### config.mk
export PLATFORM = sky130hd
export DESIGN_NAME = serial_command_line_parser_flat
export DESIGN_NICKNAME = d
export VERILOG_FILES = /design/src/rtl/sclp_pkg.sv /design/src/rtl/sclp_channels.sv /design/src/rtl/sclp_line_engine.sv /design/src/rtl/serial_command_line_parser.sv /design/src/flat_wrapper.sv
export VERILOG_INCLUDE_DIRS = /design/src /design/src/rtl
export SDC_FILE = /design/constraint.sdc
export NUM_CORES = 1
export LEC_CHECK = 0
export ABC_AREA = 1
export BUFFER_PORTS_ARGS = -buffer_cell sky130_fd_sc_hd__buf_2
export CORE_UTILIZATION = 60
export DETAILED_ROUTE_END_ITERATION = 10
export PLACE_DENSITY = 0.9
export SYNTH_ARGS = -nofsm -noshare
export SYNTH_HDL_FRONTEND = slang
export SYNTH_HIERARCHICAL = 1
export SYNTH_SLANG_ARGS = --single-unit
### constraint.sdc
create_clock -name clock -period 7.7 [get_ports clock]
set_clock_uncertainty 0.1 [all_clocks]
set_input_delay 1.155 -clock clock [delete_from_list [all_inputs] [get_ports clock]]
set_output_delay 1.155 -clock clock [all_outputs]
set_load 0.01 [all_outputs]
### src/rtl/serial_command_line_parser_assert.svh
// ----------------------------------------------------------------------------
// Serial command line parser assertion macros
// Shared concurrent assertion forms, clocked on clock and disabled in reset.
// ----------------------------------------------------------------------------
`ifndef SERIAL_COMMAND_LINE_PARSER_ASSERT_SVH
`define SERIAL_COMMAND_LINE_PARSER_ASSERT_SVH

// The consequent must hold in the same cycle as the antecedent.
`define SCLP_ASSERT_SAME(label, ante, cons, msg) \
   label: assert property (@(posedge clock) disable iff (reset) (ante) |-> (cons)) \
      else $error(msg);

// The consequent must hold in the cycle after the antecedent.
`define SCLP_ASSERT_NEXT(label, ante, cons, msg) \
   label: assert property (@(posedge clock) disable iff (reset) (ante) |=> (cons)) \
      else $error(msg);

`endif

### src/rtl/sclp_pkg.sv
// ----------------------------------------------------------------------------
// Serial command line parser package
// Constants, register indexes and the result record shared by the modules.
// ----------------------------------------------------------------------------
package sclp_pkg;

   localparam int MAX_LINE = 8;

   localparam logic [7:0] NEWLINE_BYTE      = 8'd10;
   localparam logic [7:0] DIGIT_ZERO        = 8'd48;
   localparam logic [7:0] TEMP_LETTER_RESET = 8'd84;
   localparam logic [7:0] FAN_LETTER_RESET  = 8'd70;

   localparam logic CSR_TEMP_LETTER = 1'b0;
   localparam logic CSR_FAN_LETTER  = 1'b1;

   localparam logic ACTION_TEMP = 1'b0;
   localparam logic ACTION_FAN  = 1'b1;

   typedef struct packed {
      logic        hit;
      logic        action;
      logic [15:0] argument;
   } result_type;

endpackage

### src/rtl/sclp_channels.sv
// ----------------------------------------------------------------------------
// Serial command line parser channels
// Valid/ready interfaces for the request and response channels.
// ----------------------------------------------------------------------------
interface sclp_req_if;
   logic       valid;
   logic       ready;
   logic [7:0] rx_byte;

   modport source (output valid, output rx_byte, input ready);
   modport sink (input valid, input rx_byte, output ready);
endinterface

interface sclp_rsp_if;
   logic        valid;
   logic        ready;
   logic        action;
   logic [15:0] argument;

   modport source (output valid, output action, output argument, input ready);
   modport sink (input valid, input action, input argument, output ready);
endinterface

### src/rtl/sclp_line_engine.sv
// ----------------------------------------------------------------------------
// Serial command line parser line engine
// Holds the current line and decides the action when a newline arrives.
// ----------------------------------------------------------------------------
module sclp_line_engine #(
   parameter int MaxLine = sclp_pkg::MAX_LINE
) (
   input  logic                   clock,
   input  logic                   reset,
   input  logic                   step,
   input  logic [7:0]             rx_byte,
   input  logic [7:0]             temp_letter,
   input  logic [7:0]             fan_letter,
   output sclp_pkg::result_type   result
);

   localparam int LenW = $clog2(MaxLine + 1);

   logic [LenW-1:0] len_ff, len_in;
   logic [7:0]      letter_ff, letter_in;
   logic [15:0]     acc_ff, acc_in;
   logic            is_newline;
   logic            temp_match;
   logic            fan_match;

   assign is_newline = (rx_byte == sclp_pkg::NEWLINE_BYTE);
   assign temp_match = (letter_ff == temp_letter);
   assign fan_match  = (letter_ff == fan_letter);

   always_comb begin
      len_in    = len_ff;
      letter_in = letter_ff;
      acc_in    = acc_ff;
      if (step) begin
         if (!is_newline) begin
            // Characters past the line limit are dropped.
            if (len_ff < LenW'(MaxLine)) begin
               if (len_ff == '0) begin
                  letter_in = rx_byte;
                  acc_in    = '0;
               end else begin
                  acc_in = 16'(acc_ff * 16'd10 + {8'd0, rx_byte}
                               - {8'd0, sclp_pkg::DIGIT_ZERO});
               end
               len_in = len_ff + LenW'(1);
            end
         end else begin
            len_in = '0;
         end
      end
   end

   always_comb begin
      result.hit      = step && is_newline && (len_ff >= LenW'(2))
                        && (temp_match || fan_match);
      // The temperature letter wins when both letters are the same.
      result.action   = temp_match ? sclp_pkg::ACTION_TEMP : sclp_pkg::ACTION_FAN;
      result.argument = acc_ff;
   end

   always_ff @(posedge clock) begin
      if (reset) begin
         len_ff    <= '0;
         letter_ff <= '0;
         acc_ff    <= '0;
      end else begin
         len_ff    <= len_in;
         letter_ff <= letter_in;
         acc_ff    <= acc_in;
      end
   end

endmodule

### src/rtl/serial_command_line_parser.sv
// ----------------------------------------------------------------------------
// Serial command line parser
// Builds command lines from received bytes; each matching line gives one action.
// ----------------------------------------------------------------------------
// Usage: received bytes enter on the req_chan channel, one byte per request.
// The first byte of a line is the command letter, later bytes fold into a
// decimal argument, and a newline closes the line. A closed line of two or
// more characters whose letter equals csr register 0 (temperature) or
// csr register 1 (fan) gives one response on rsp_chan with action and
// argument; every other line gives none.
// A newline request is taken into the input register, and its response is
// loaded into the response register when that register is free (one input
// register, one response register).
// Throughput: one request per cycle while the receiver keeps rsp_chan.ready
// high; the input register and the response register hold one item each.
// Stall: when the response register is full and not taken, the input
// register holds its byte and req_chan.ready drops once that is full too.
// Reset: synchronous; clears line state, empties both registers, sets letters
// to 'T' and 'F'. The user must write letters only while idle; it is unchecked.
// ----------------------------------------------------------------------------
`include "serial_command_line_parser_assert.svh"

module serial_command_line_parser #(
   parameter int MaxLine = sclp_pkg::MAX_LINE
) (
   input  logic               clock,
   input  logic               reset,
   sclp_req_if.sink           req_chan,
   sclp_rsp_if.source         rsp_chan,
   input  logic               csr_write_en,
   input  logic               csr_index,
   input  logic [7:0]         csr_wdata
);

   logic                 s1_valid_ff, s1_valid_in;
   logic [7:0]           s1_byte_ff, s1_byte_in;
   logic                 rsp_valid_ff, rsp_valid_in;
   logic                 rsp_action_ff, rsp_action_in;
   logic [15:0]          rsp_argument_ff, rsp_argument_in;
   logic [7:0]           temp_letter_ff, temp_letter_in;
   logic [7:0]           fan_letter_ff, fan_letter_in;
   logic                 out_free;
   logic                 s1_advance;
   logic                 req_take;
   sclp_pkg::result_type result;

   assign out_free   = !rsp_valid_ff || rsp_chan.ready;
   assign s1_advance = s1_valid_ff && out_free;
   assign req_chan.ready = !s1_valid_ff || out_free;
   assign req_take   = req_chan.valid && req_chan.ready;

   sclp_line_engine #(
      .MaxLine (MaxLine)
   ) u_line_engine (
      .clock       (clock),
      .reset       (reset),
      .step        (s1_advance),
      .rx_byte     (s1_byte_ff),
      .temp_letter (temp_letter_ff),
      .fan_letter  (fan_letter_ff),
      .result      (result)
   );

   always_comb begin
      s1_valid_in = s1_valid_ff;
      s1_byte_in  = s1_byte_ff;
      if (req_take) begin
         s1_valid_in = 1'b1;
         s1_byte_in  = req_chan.rx_byte;
      end else if (s1_advance) begin
         s1_valid_in = 1'b0;
      end
   end

   always_comb begin
      rsp_valid_in    = rsp_valid_ff;
      rsp_action_in   = rsp_action_ff;
      rsp_argument_in = rsp_argument_ff;
      if (out_free) begin
         rsp_valid_in = result.hit;
         if (result.hit) begin
            rsp_action_in   = result.action;
            rsp_argument_in = result.argument;
         end
      end
   end

   always_comb begin
      temp_letter_in = temp_letter_ff;
      fan_letter_in  = fan_letter_ff;
      if (csr_write_en) begin
         case (csr_index)
            sclp_pkg::CSR_TEMP_LETTER: temp_letter_in = csr_wdata;
            sclp_pkg::CSR_FAN_LETTER:  fan_letter_in  = csr_wdata;
            default: ;
         endcase
      end
   end

   always_ff @(posedge clock) begin
      if (reset) begin
         s1_valid_ff    <= 1'b0;
         rsp_valid_ff   <= 1'b0;
         temp_letter_ff <= sclp_pkg::TEMP_LETTER_RESET;
         fan_letter_ff  <= sclp_pkg::FAN_LETTER_RESET;
      end else begin
         s1_valid_ff    <= s1_valid_in;
         rsp_valid_ff   <= rsp_valid_in;
         temp_letter_ff <= temp_letter_in;
         fan_letter_ff  <= fan_letter_in;
      end
   end

   always_ff @(posedge clock) begin
      s1_byte_ff      <= s1_byte_in;
      rsp_action_ff   <= rsp_action_in;
      rsp_argument_ff <= rsp_argument_in;
   end

   assign rsp_chan.valid    = rsp_valid_ff;
   assign rsp_chan.action   = rsp_action_ff;
   assign rsp_chan.argument = rsp_argument_ff;

   // A fresh response can only come from a newline held in the input register.
   `SCLP_ASSERT_SAME(a_rsp_from_newline,
      rsp_valid_ff && (!$past(rsp_valid_ff) || $past(rsp_chan.ready)),
      $past(s1_valid_ff) && ($past(s1_byte_ff) == sclp_pkg::NEWLINE_BYTE),
      "response loaded without a newline in the input register")

   // A blocked input register keeps its byte.
   `SCLP_ASSERT_NEXT(a_s1_hold,
      s1_valid_ff && !out_free,
      s1_valid_ff && $stable(s1_byte_ff),
      "input register changed while the response side was stalled")

   // Requests are refused only when both registers are full and stalled.
   `SCLP_ASSERT_SAME(a_ready_low,
      !req_chan.ready,
      s1_valid_ff && rsp_valid_ff && !rsp_chan.ready,
      "request refused while a register had room")

endmodule

### src/flat_wrapper.sv
// flat-port wrapper written by rule: the top's interface ports become plain ports
module serial_command_line_parser_flat 
#(
   parameter int MaxLine = sclp_pkg::MAX_LINE
)
  (clock, reset, csr_write_en, csr_index, csr_wdata, req_chan_valid, req_chan_rx_byte, req_chan_ready, rsp_chan_valid, rsp_chan_action, rsp_chan_argument, rsp_chan_ready);
  sclp_req_if req_chan_i ();
  sclp_rsp_if rsp_chan_i ();
  input  logic clock;
  input  logic reset;
  input  logic csr_write_en;
  input  logic csr_index;
  input  logic [7:0] csr_wdata;
  input wire logic [$bits(req_chan_i.valid)-1:0] req_chan_valid;
  input wire logic [$bits(req_chan_i.rx_byte)-1:0] req_chan_rx_byte;
  output wire logic [$bits(req_chan_i.ready)-1:0] req_chan_ready;
  output wire logic [$bits(rsp_chan_i.valid)-1:0] rsp_chan_valid;
  output wire logic [$bits(rsp_chan_i.action)-1:0] rsp_chan_action;
  output wire logic [$bits(rsp_chan_i.argument)-1:0] rsp_chan_argument;
  input wire logic [$bits(rsp_chan_i.ready)-1:0] rsp_chan_ready;
  assign req_chan_i.valid = req_chan_valid;
  assign req_chan_i.rx_byte = req_chan_rx_byte;
  assign req_chan_ready = req_chan_i.ready;
  assign rsp_chan_valid = rsp_chan_i.valid;
  assign rsp_chan_action = rsp_chan_i.action;
  assign rsp_chan_argument = rsp_chan_i.argument;
  assign rsp_chan_i.ready = rsp_chan_ready;
  serial_command_line_parser #(.MaxLine(MaxLine)) u_core (.clock(clock), .reset(reset), .req_chan(req_chan_i), .rsp_chan(rsp_chan_i), .csr_write_en(csr_write_en), .csr_index(csr_index), .csr_wdata(csr_wdata));
endmodule
Yosys cells after proc, flatten, opt, wreduce, memory -nomap -nowiden --
Cells that the tools add are included.
Cells by class: multipliers 1, mux-type cells 6, equality and inequality tests 3, $lt $le $gt $ge 2, $add $sub $neg 3, reduce and logical (&&, ||, !) cells 19, bitwise logic cells 2
Operators by type and width (count):
- adder 16 x 8 -> 16 bit | 1
- == test 8 bit | 2
- multiplier 16 x 3 -> 15 bit (second input constant) | 1
- 2-to-1 mux 16 bit | 1
- subtractor 16 x 6 -> 16 bit (second input constant) | 1
- == test 8 x 4 -> 1 bit (second input constant) | 1
- 2-to-1 mux 4 bit | 2
- AND reduction 2 bit | 4
- logical AND 1 bit | 5
- adder 4 x 1 -> 4 bit (second input constant) | 1
- greater-or-equal comparator 4 x 2 -> 1 bit (second input constant) | 1
- logical NOT 4 bit | 1
- less-than comparator 4 bit (second input constant) | 1
- AND reduction 4 bit | 1
- nonzero test 2 bit | 2
- logical OR 1 bit | 3
- 2-to-1 mux 1 bit | 3
- AND reduction 3 bit | 1
- logical NOT 1 bit | 2
- inverter 1 bit | 2
Word-level totals: output and inout port bits 19, input bits 22, word-level logic and storage cells 46, register bits 71

Depth between registers and ports, before layout --
Gate-level depths: netlist of run 1.
word-level depth 7, gate-level depth with buffers 20, depth with buffers taken out 20

Hierarchy --
The synthesis of run 1 kept the hierarchy.
By module, submodules not included:
- sclp_line_engine | seq. area each 560.5 sq um, cells each 402, area each 2798.9 sq um, times used 1
- serial_command_line_parser | seq. area each 1111.1 sq um, cells each 124, area each 1457.6 sq um, times used 1

Worst setup path before layout of run 1 --
No wires, ideal clock.
kind reg-to-reg, start point reg u_core.u_line_engine.acc_ff[1], end point reg u_core.u_line_engine.acc_ff[15], library setup time 0.132 ns, path buffers 0, required time 7.468 ns, cell stages (with the launch flop) 21, arrival time 3.077 ns, setup slack 4.391 ns, cells stage by stage dfxtp_1 > ha_1 > ha_1 > fa_1 > nand2_1 > nand2_2 > nand3_4 > nand2_4 > nand3_1 > nand3_1 > xor2_1 > inv_1 > ha_1 > a21oi_1 > nor2_1 > o21ai_1 > nand3b_1 > a21o_1 > nand3b_1 > nand3_1 > a21oi_1
On the way: cells in the longest elaborated chain, start to end 4
Ends and longest elaborated chain:
- start: declaration | line sclp_line_engine.sv:21 | logic [15:0] acc_ff, acc_in;
- start signal: assignment | line sclp_line_engine.sv:69 | acc_ff <= acc_in;
- multiplier 16 x 3 -> 15 bit | line sclp_line_engine.sv:42 | acc_in = 16'(acc_ff * 16'd10 + {8'd0, rx_byte}
- adder 16 x 8 -> 16 bit | line sclp_line_engine.sv:42
- subtractor 16 x 6 -> 16 bit | line sclp_line_engine.sv:43 | - {8'd0, sclp_pkg::DIGIT_ZERO});
- 2-to-1 mux 16 bit | line sclp_line_engine.sv:38 | if (len_ff == '0) begin
No other way between the ends. A chain may end at the register's enable or synchronous reset.

Worst setup path in the final report of run 1 --
Same ends and word-level chain as after synthesis.

==> results of run 1 <==
-- sequential cells by signal (all words and copies together), names as in the netlist --
name / flops
u_core/temp_letter_ff: 8
u_core/u_line_engine/len_ff: 4
u_core/fan_letter_ff: 8
u_core/rsp_chan.argument: 16
u_core/rsp_chan.valid: 1
u_core/s1_byte_ff: 8
u_core/u_line_engine/acc_ff: 16
u_core/rsp_chan.action: 1
u_core/s1_valid_ff: 1
u_core/u_line_engine/letter_ff: 8
-- routing by layer --
metal  GRT usage (%)  up-vias
li1                -     1842
met1            30.1     1695
met2            47.9      122
met3            4.76       29
met4            13.5        0
met5               0        -
-- power by group through the flow --
stage | Clock, W | Sequential [W] | Combinational (W)
after floorplan | 0 | 0.000417 | 0.000105
after global placement | 0 | 0.000421 | 0.000128
after detailed placement | 0 | 0.000422 | 0.000134
after CTS | 0.000356 | 0.000413 | 0.000135
after global routing | 0.000370 | 0.000415 | 0.000156
final | 0.000350 | 0.000414 | 0.000138
-- Yosys cell counts (2+ instances only) --
library cell  count  area (um2)
ha_1             45         563
inv_1            56         210
a21o_1            4        30.0
dfxtp_1          46         921
fa_1              2        40.0
nand2_4           2        22.5
nand2_1         114         428
o21ai_1           5        25.0
nand2_2          10        62.6
nor3_1            2        10.0
buf_4             2        15.0
a211oi_1          2        15.0
inv_2             9        33.8
nor2_1           43         161
xor2_1           17         149
or2_1             3        18.8
o21ai_0           9        45.0
a21oi_2           2        17.5
xnor2_1           8        70.1
nand3_1          41         205
nand3b_1          4        30.0
o21bai_1          3        22.5
clkbuf_1          2        7.51
a21oi_1          46         230
edfxtp_1         25         751
nor4_1            4        25.0
nand4_1           7        43.8
-- worst reg2reg max path, cell delays in order, from the launching register on --
cell      delay, ns
dfxtp_1        0.35
ha_1           0.30
ha_1           0.24
fa_1           0.44
nand2_1        0.11
nand2_2        0.08
nand3_4        0.08
nand2_4        0.06
nand3_1        0.07
nand3_1        0.08
xor2_1         0.19
inv_1          0.08
ha_1           0.36
a21oi_1        0.25
nor2_1         0.07
o21ai_1        0.12
nand3b_1       0.09
a21o_1         0.17
nand3b_1       0.17
nand3_1        0.07
a21oi_1        0.06
-- metrics by stage --
step	utilization [%]	std cells	total power, W	instance area, um2	hold slack, ns
finish	70.1	673	0.000902	4790	0.351
global route	70.1	673	0.000940	4790	0.357
CTS	70.1	673	0.000905	4790	0.351
detailed placement	66.6	657	0.000555	4550	0.333
global placement	66.6	657	0.000549	4550	0.313
floorplan	-	526	0.000523	4260	0.309
-- worst paths after layout --
check                                                                   from                                            to  cells past startpoint  slack (ns)
worst max-delay path             u_core/u_line_engine/acc_ff[1]$_SDFFE_PP0P_  u_core/u_line_engine/acc_ff[15]$_SDFFE_PP0P_                     20        4.03
worst min-delay path            u_core/u_line_engine/acc_ff[15]$_SDFFE_PP0P_        u_core/rsp_chan.argument[15]$_DFFE_PP_                      0        0.35
worst max register to register   u_core/u_line_engine/acc_ff[1]$_SDFFE_PP0P_  u_core/u_line_engine/acc_ff[15]$_SDFFE_PP0P_                     20        4.03
worst min register to register  u_core/u_line_engine/acc_ff[15]$_SDFFE_PP0P_        u_core/rsp_chan.argument[15]$_DFFE_PP_                      0        0.35
-- logic make-up (layout without fill, tap and decap cells) --
kind of cell,Yosys count,count (layout),share of synthesized area [%]
AO/OA/AOI/OAI,73,73,9.38
XOR/XNOR,25,25,5.14
adder cells (fa/ha/maj),47,47,14.2
buffers and inverters,72,123,6.58
flip-flops,71,71,39.3
AND/OR/NAND/NOR,238,238,25.5
-- cell type report --
class / instances / area (um2) / area share (%)
clock buffers: 10 / 149 / 3.11
clock inverters: 6 / 87.6 / 1.83
inverters: 66 / 249 / 5.20
multi-input cells: 383 / 2300 / 48.1
flip-flops and latches: 71 / 1670 / 34.9
well taps: 96 / 120 / 2.51
repair buffers: 41 / 208 / 4.34
==> metrics, run 1 <==
status=finished, final reports clean; DRT Pass-1 Iters=7; grt ovf=0; number of top-level pins=41; Crit Path Max Fanout=6; Total Wirelength=9410 um; clock sinks=71; CP max stage delay=between 0.4 and 0.5 ns; Post-CTS Resized=0; initial antenna violation count=0; hpwl dp=7040 um; GP Congestion=0.967; crit-path cells=ha_1, ha_1, fa_1, nand2_1, nand2_2, nand3_4, nand2_4, nand3_1, nand3_1, xor2_1, inv_1, ha_1, a21oi_1, nor2_1, o21ai_1, nand3b_1, a21o_1, nand3b_1, nand3_1, a21oi_1; Vias=about 3700; Worst Path Required=7.81 ns; worst path bufs/invs=1; Worst Setup End Kind=flop; Mapped Area=0.00426 mm2; Initial Util=62.3%; max_cap viols=0; FP Rows=30; Psw=0.000245 W; power density over the cells=188 mW/mm2; setup ws final=4.03 ns; DIE AREA=0.00743 mm2; # setup viols final=0; Highest Signal Layer=met4; final period utilization=between 40% and 50%; wire length on met2=4800 um; Post-Syn Nets=595; final hold vios=0; initial DRC count=204; most frequent cells in the layout=nand2_1, inv_1, a21oi_1, dfxtp_1, ha_1; clock share of power=38.8%; Post-route DRC=0; HP Class=flop to flop; met3 wire length=441 um; register bit total from synthesis=71; largest net degree at the start of global routing=32; Pins Over Slew Limit=0; EDFF count, synth=25; post-CTS setup buffer count=0; Metal-1 WL=3840 um; core area=0.00683 mm2; Chip Width=86.2 um; fillcell total=roughly 550; post-route ant nets=0; CTS tree=built; Least-Margin Pin Slew=~0.59 ns; layout cell share with drive strength beyond 1=~15%; commonest non-fill, non-tap cell in the layout=nand2_1; Peak VDD IR=0.191 mV; htree depth=3; Area growth syn-to-layout=12.5%; worst skew pair latency=between 0.3 and 0.4 ns; Mapped Cells=526; Rel. slew slack=60.2%; total CTS buffers=9; Seq pwr share=45.9%; Switching Fraction=between 20 and 30%; Vias/cell=5.48; ys flop type=dfxtp_1; crit path launch type=flop; Clock Path Buffers=2; ys async rst share=0%; Leak=~2.3 nW; Worst EP arrival=approximately 3.8 ns; Int Power=0.000657 W; Vert. Die Dim=~86 um; Fin Setup TNS=0 ns; vias in the first global route=around 3600; first-pass GRT wire length=15300 um; Avg WL per Cell=14.0 um; clk slew on worst S/H paths=0.08 ns; global-route usage over all layers=26.6%; register area share after synthesis=39.3%; Yosys Warn Count=6; Fmax=0.273 GHz; Synth Area per Inst=8.09 um2; RSZ-0062 raised after global routing=no; Antenna diodes=0; post-synthesis cell type count=40; Crit Path Class=flop to flop; Layout Nets=between 600 and 700; CTS Hold Bufs=0; IO buf count=40; fin crit period=3.67 ns; Comb power frac=15.3%; top cell family by delay on the critical path=adder cells; dpl ws=4.07 ns; CTS root buffer=clkbuf_8; critical path's slowest cell=fa_1
Power figures use the tool's default switching activity.
==> run 2, diff against run 1 <==
- CORE_UTILIZATION: 60 -> 54
- PLACE_DENSITY: 0.9 -> 0.86
- clock period: 7.7 -> 3.3 ns (I/O delays scaled with it)
==> run 2 against run 1 <==
Final cell count increased by 5.5%. Combinational power rose to 3.0 times the previous value. Clock-buffer cell count up 4. Fmax is 11% higher. Sequential share of layout area is 3.4 points lower. Critical path type unchanged.
==> metrics, run 2 (synthesis results as in run 1) <==
commonest non-fill, non-tap cell in the layout=nand2_1 (unchanged); Avg WL per Cell=15.4 um (was 14.0 um); dpl ws=-0.189 ns (was 4.07 ns); Vias/cell=5.60 (was 5.48); Metal-1 WL=4140 um (was 3840 um); final instance area=0.00534 mm2 (was 0.00479 mm2); final hold vios=0 (unchanged); IO buf count=40 (unchanged); post-route ant nets=0 (unchanged); CP startpoint=u_core/u_line_engine/acc_ff[3]$_SDFFE_PP0P_ (was u_core/u_line_engine/acc_ff[1]$_SDFFE_PP0P_); wire length on met2=5430 um (was 4800 um); clock sinks=71 (unchanged); R2R Setup Slk=0.01 ns (was 4.03 ns); Vert. Die Dim=90.8 um (was 86.2 um); Total Wirelength=11000 um (was 9410 um); Least-Margin Pin Slew=0.648 ns (was 0.595 ns); Clock Path Buffers=2 (unchanged); number of top-level pins=41 (unchanged); Crit Path Class=flop to flop (unchanged); hold path start=req_chan_rx_byte[3] (was u_core/u_line_engine/acc_ff[15]$_SDFFE_PP0P_); vias in the first global route=3854 (was 3559); # setup viols final=0 (unchanged); DIE AREA=0.00824 mm2 (was 0.00743 mm2); grt ovf=0 (unchanged); initial DRC count=262 (was 204); CTS root buffer=clkbuf_8 (unchanged); worst skew pair latency=0.35 ns (was 0.34 ns); most frequent cells in the layout=nand2_1, inv_1, nor2_1 (was nand2_1, inv_1, a21oi_1, dfxtp_1, ha_1); clk slew on worst S/H paths=0.07 ns (was 0.08 ns); Layout Nets=672 (was 641); worst hold path cell count=1 (was 0); Peak VDD IR=0.449 mV (was 0.191 mV); Worst Path Required=3.41 ns (was 7.81 ns); Worst EP arrival=3.40 ns (was 3.78 ns); WHS Endpoint=u_core/s1_byte_ff[3]$_DFFE_PP_ (was u_core/rsp_chan.argument[15]$_DFFE_PP_); first-pass GRT wire length=17400 um (was 15300 um); RSZ-0062 raised after global routing=yes (was no); layout cell share with drive strength beyond 1=28.1% (was 15.1%); worst reg2reg path depth=20 (unchanged); total CTS buffers=9 (unchanged); Post-route DRC=0 (unchanged); global-route usage over all layers=26.9% (was 26.6%); Vias=3974 (was 3688); GP Congestion=0.939 (was 0.967); hpwl dp=7400 um (was 7040 um); DRT Pass-1 Iters=5 (was 7); Leak=2.50 nW (was 2.33 nW); setup ws final=0.0108 ns (was 4.03 ns); fin crit period=3.29 ns (was 3.67 ns); Rel. slew slack=56.6% (was 60.2%); Chip Width=90.8 um (was 86.2 um); Worst Setup End Kind=flop (unchanged); max_cap viols=0 (unchanged); Crit Path Max Fanout=3 (was 6); DP Area=0.00475 mm2 (was 0.00455 mm2); Antenna diodes=0 (unchanged); htree depth=3 (unchanged); core area=0.00769 mm2 (was 0.00683 mm2); Area growth syn-to-layout=25.5% (was 12.5%); power density over the cells=403 mW/mm2 (was 188 mW/mm2); final period utilization=99.7% (was 47.6%); initial antenna violation count=0 (unchanged); Initial Util=55.4% (was 62.3%); Fmax=0.304 GHz (was 0.273 GHz); FP Rows=32 (was 30); reg-to-reg critical path startpoint=u_core/u_line_engine/acc_ff[3]$_SDFFE_PP0P_ (was u_core/u_line_engine/acc_ff[1]$_SDFFE_PP0P_); met3 wire length=710 um (was 441 um); status=finished, final reports clean (unchanged); crit path launch type=flop (unchanged); HP Class=primary input to flop (was flop to flop); Pins Over Slew Limit=0 (unchanged); largest net degree at the start of global routing=32 (unchanged); FF-to-FF End=u_core/u_line_engine/acc_ff[15]$_SDFFE_PP0P_ (unchanged); Highest Signal Layer=met4 (unchanged); CTS tree=built (unchanged)
run 2: changes by cell type in the layout (fill, tap and decap cells not counted), sizes merged:
cell    delta
buf       +31
bufinv     -2
clkbuf     +4
inv        -2
run 2: power by group:
part | internal, W | switching (W) | total (W)
sequential | 0.000936 | 0.0000303 | 0.000966
clock | 0.000452 | 0.000321 | 0.000773
combinational | 0.000175 | 0.000241 | 0.000416
total | 0.00156 | 0.000592 | 0.00215
run 2: cell type report:
class | count | area (um2)
Sequential cell | 71 | 1690
Inverter | 66 | 251
Tap cell | 102 | 128
Clock buffer | 14 | 226
Clock inverter | 2 | 13.8
Timing Repair Buffer | 72 | 440
Fill cell | 578 | 2340
Multi-Input combinational cell | 383 | 2600
run 2: what timing repair did:
item                       4_1_cts  5_1_grt
hold buffers                     0        0
resized for setup               19       41
pin swaps                        6       20
setup endpoints to repair        4        6
cloned                           0        0
buffers inserted                 2        4
run 2: per-layer routing:
layer / up-vias / GRT usage [%]
li1: 1898 / -
met1: 1822 / 29.6
met2: 185 / 47.9
met3: 69 / 6.14
met4: 0 / 14.7
met5: - / 0
run 2: how the worst max path moves through the flow:
| stage | endpoint | slack [ns] | depth (start not counted) |
|---|---|---|---|
| finish | u_core/u_line_engine/acc_ff[15]$_SDFFE_PP0P_ | 0.01 | 20 |
| global route | u_core/u_line_engine/acc_ff[14]$_SDFFE_PP0P_ | -0.14 | 17 |
| CTS | u_core/u_line_engine/acc_ff[15]$_SDFFE_PP0P_ | 0.005 | 18 |
| detailed placement | u_core/u_line_engine/acc_ff[15]$_SDFFE_PP0P_ | -0.19 | 20 |
| global placement | u_core/u_line_engine/acc_ff[15]$_SDFFE_PP0P_ | 0.001 | 20 |
| floorplan | u_core/u_line_engine/acc_ff[15]$_SDFFE_PP0P_ | 0.03 | 20 |
run 2: through the flow:
step | util [%] | power [W] | instances | setup TNS [ns] | hold slack [ns]
floorplan | - | 0.00122 | 526 | 0 | 0.309
global route | 69.5 | 0.00224 | 710 | -0.421 | 0.199
finish | 69.5 | 0.00215 | 710 | 0 | 0.215
CTS | 66.3 | 0.00211 | 706 | 0 | 0.205
global placement | 61.8 | 0.00131 | 688 | 0 | 0.327
detailed placement | 61.8 | 0.00132 | 688 | -0.443 | 0.329
run 2: critical path: stages, from the launching register on:
cell	delay [ns]
dfxtp_2	0.34
ha_4	0.24
ha_4	0.17
fa_2	0.38
nand2_2	0.07
nand2_2	0.07
nand3_4	0.10
nand2_4	0.06
nand3_2	0.07
nand3_2	0.09
xor2_2	0.22
inv_2	0.07
ha_4	0.26
a21oi_4	0.13
nor2_1	0.06
o21ai_1	0.14
nand3b_1	0.09
a21o_1	0.17
nand3b_1	0.17
nand3_1	0.08
a21oi_1	0.06
==> run 3, diff against run 2 <==
- CORE_UTILIZATION: 54 -> 50
- PLACE_DENSITY: 0.86 -> 0.81
==> run 3 against run 2 <==
The run now ends with negative setup slack left. Total power fell by 2.4%. Sequential share of layout area is 0.086 points lower. Non-clock buffer count increased by 6. Core utilization fell by 4.5 points. Fmax is 2.9% lower. Via count shrank 3.3%. Clock-buffer cell count stayed put. Global-route usage decreased by 3.3 points. Worst setup slack lost 0.098 ns. Worst hold slack gained 0.0076 ns. Critical endpoint unchanged. Highest routed layer unchanged.
==> metrics, run 3 (synthesis results as in run 1) <==
status=finished with violations (was finished, final reports clean); violated checks=negative setup slack; CTS tree=built (unchanged); number of top-level pins=41 (unchanged); layout cell share with drive strength beyond 1=26.9% (was 28.1%); power density over the cells=394 mW/mm2 (was 403 mW/mm2); post-route ant nets=0 (unchanged); Crit Path Max Fanout=4 (was 3); core area=0.00822 mm2 (was 0.00769 mm2); most frequent cells in the layout=nand2_1, inv_1, a21oi_1 (was nand2_1, inv_1, nor2_1); final core area utilization=65.0% (was 69.5%); Clock Path Buffers=2 (unchanged); final period utilization=103% (was 99.7%); commonest non-fill, non-tap cell in the layout=nand2_1 (unchanged); fin crit period=3.39 ns (was 3.29 ns); reg-to-reg critical path startpoint=u_core/u_line_engine/acc_ff[3]$_SDFFE_PP0P_ (unchanged); Multi-input gate area=0.00256 mm2 (was 0.00260 mm2); initial DRC count=294 (was 262); FP Rows=33 (was 32); FF-to-FF End=u_core/u_line_engine/acc_ff[15]$_SDFFE_PP0P_ (unchanged); Initial Util=51.8% (was 55.4%); Fmax=0.295 GHz (was 0.304 GHz); Avg WL per Cell=14.6 um (was 15.4 um); GP Congestion=0.961 (was 0.939); DP Area=0.00478 mm2 (was 0.00475 mm2); total CTS buffers=9 (unchanged); crit path launch type=flop (unchanged); final instance area=0.00534 mm2 (about the same); Rel. slew slack=53.5% (was 56.6%); hpwl dp=7370 um (was 7400 um); Worst Setup End Kind=flop (unchanged); FF/Latch Area=0.00168 mm2 (was 0.00169 mm2); worst skew pair latency=0.34 ns (was 0.35 ns); initial antenna violation count=0 (unchanged); Worst Path Required=3.40 ns (was 3.41 ns); Crit Path Class=flop to flop (unchanged); global-route usage over all layers=23.7% (was 26.9%); HP Class=primary input to flop (unchanged); # setup viols final=1 (was 0); vias in the first global route=3557 (was 3854); hold slack=0.223 ns (was 0.215 ns); Post-route DRC=0 (unchanged); CTS root buffer=clkbuf_8 (unchanged); worst hold path cell count=1 (unchanged); Area growth syn-to-layout=25.5% (about the same); clk slew on worst S/H paths=0.08 ns (was 0.07 ns); Vert. Die Dim=94.3 um (was 90.8 um); first-pass GRT wire length=16200 um (was 17400 um); Layout Nets=678 (was 672); DIE AREA=0.00889 mm2 (was 0.00824 mm2); Leak=2.51 nW (was 2.50 nW); Worst EP arrival=3.49 ns (was 3.40 ns); clock sinks=71 (unchanged); R2R Setup Slk=-0.09 ns (was 0.01 ns); RSZ-0062 raised after global routing=yes (unchanged); Vias/cell=5.34 (was 5.60); DRT Pass-1 Iters=5 (unchanged); IO buf count=40 (unchanged); Pins Over Slew Limit=0 (unchanged); largest net degree at the start of global routing=32 (unchanged); Antenna diodes=0 (unchanged); Total Wirelength=10500 um (was 11000 um); setup ws final=-0.0876 ns (was 0.0108 ns); crit path to=u_core/u_line_engine/acc_ff[15]$_SDFFE_PP0P_ (unchanged); final hold vios=0 (unchanged); worst reg2reg path depth=20 (unchanged); max_cap viols=0 (unchanged); CTS Hold Bufs=0 (unchanged); Vias=3843 (was 3974); grt ovf=0 (unchanged); Chip Width=94.3 um (was 90.8 um); Peak VDD IR=0.399 mV (was 0.449 mV); fillcell total=635 (was 578); CP startpoint=u_core/u_line_engine/acc_ff[3]$_SDFFE_PP0P_ (unchanged); Least-Margin Pin Slew=0.695 ns (was 0.648 ns); htree depth=3 (unchanged)
run 3: cell types whose count changed in the layout (fill, tap and decap cells not counted), sizes merged:
cell    delta
buf        +6
clkinv     -2
inv        +2
run 3: final cells by class:
type / instances / area share, %
inverter: 66 / 4.66
multi-input combinational: 383 / 48.0
tap: 105 / 2.46
clock inverter: 2 / 0.281
clock buffer: 14 / 3.84
timing repair buffer: 78 / 9.32
sequential: 71 / 31.5
run 3: where the power goes:
group          leakage (nW)  switching [W]  internal, W
clock                 0.114       0.000322     0.000410
sequential            0.618      0.0000293     0.000934
combinational          1.78       0.000230     0.000178
total                  2.51       0.000581      0.00152
run 3: per-layer routing:
layer,up-vias,GRT usage (%),wire length [um]
met5,-,0,0
met4,0,9.74,270
met3,27,4.61,619
met2,147,40.5,5290
met1,1758,28.9,4300
li1,1911,-,-
run 3: worst min-delay path by stage:
stage | start | endpoint | slack [ns]
2_1_floorplan | u_core/u_line_engine/acc_ff[15]$_SDFFE_PP0P_ | u_core/rsp_chan.argument[15]$_DFFE_PP_ | 0.31
3_3_place_gp | u_core/u_line_engine/acc_ff[15]$_SDFFE_PP0P_ | u_core/rsp_chan.argument[15]$_DFFE_PP_ | 0.32
3_5_place_dp | u_core/u_line_engine/acc_ff[15]$_SDFFE_PP0P_ | u_core/rsp_chan.argument[15]$_DFFE_PP_ | 0.33
4_1_cts | req_chan_rx_byte[5] | u_core/s1_byte_ff[5]$_DFFE_PP_ | 0.20
5_1_grt | req_chan_rx_byte[2] | u_core/s1_byte_ff[2]$_DFFE_PP_ | 0.21
6_report | req_chan_rx_byte[5] | u_core/s1_byte_ff[5]$_DFFE_PP_ | 0.22
run 3: metrics by stage:
step	cells	setup TNS [ns]	power, W	worst slack [ns]
floorplan	526	0	0.00122	0.0266
global placement	694	-0.0237	0.00131	-0.0237
detailed placement	694	-0.238	0.00133	-0.151
CTS	713	0	0.00207	0.00470
global route	719	-0.558	0.00220	-0.204
finish	719	-0.0876	0.00210	-0.0876
run 3: critical path: stages, from the launching register on:
cell	delay, ns
dfxtp_4	0.37
ha_4	0.22
ha_4	0.16
fa_2	0.40
nand2_2	0.09
nand2_2	0.08
nand3_4	0.11
nand2_4	0.06
nand3_2	0.07
nand3_2	0.09
xor2_2	0.26
inv_2	0.08
ha_4	0.26
a21oi_2	0.13
nor2_1	0.07
o21ai_1	0.13
nand3b_1	0.09
a21o_1	0.18
nand3b_1	0.16
nand3_1	0.08
a21oi_1	0.06
run 3: timing repair:
item,in CTS,in global routing
buffers inserted,3,6
pin swaps,7,16
hold endpoints to repair,0,0
endpoints found under the setup margin,5,7
gates resized for setup,12,32
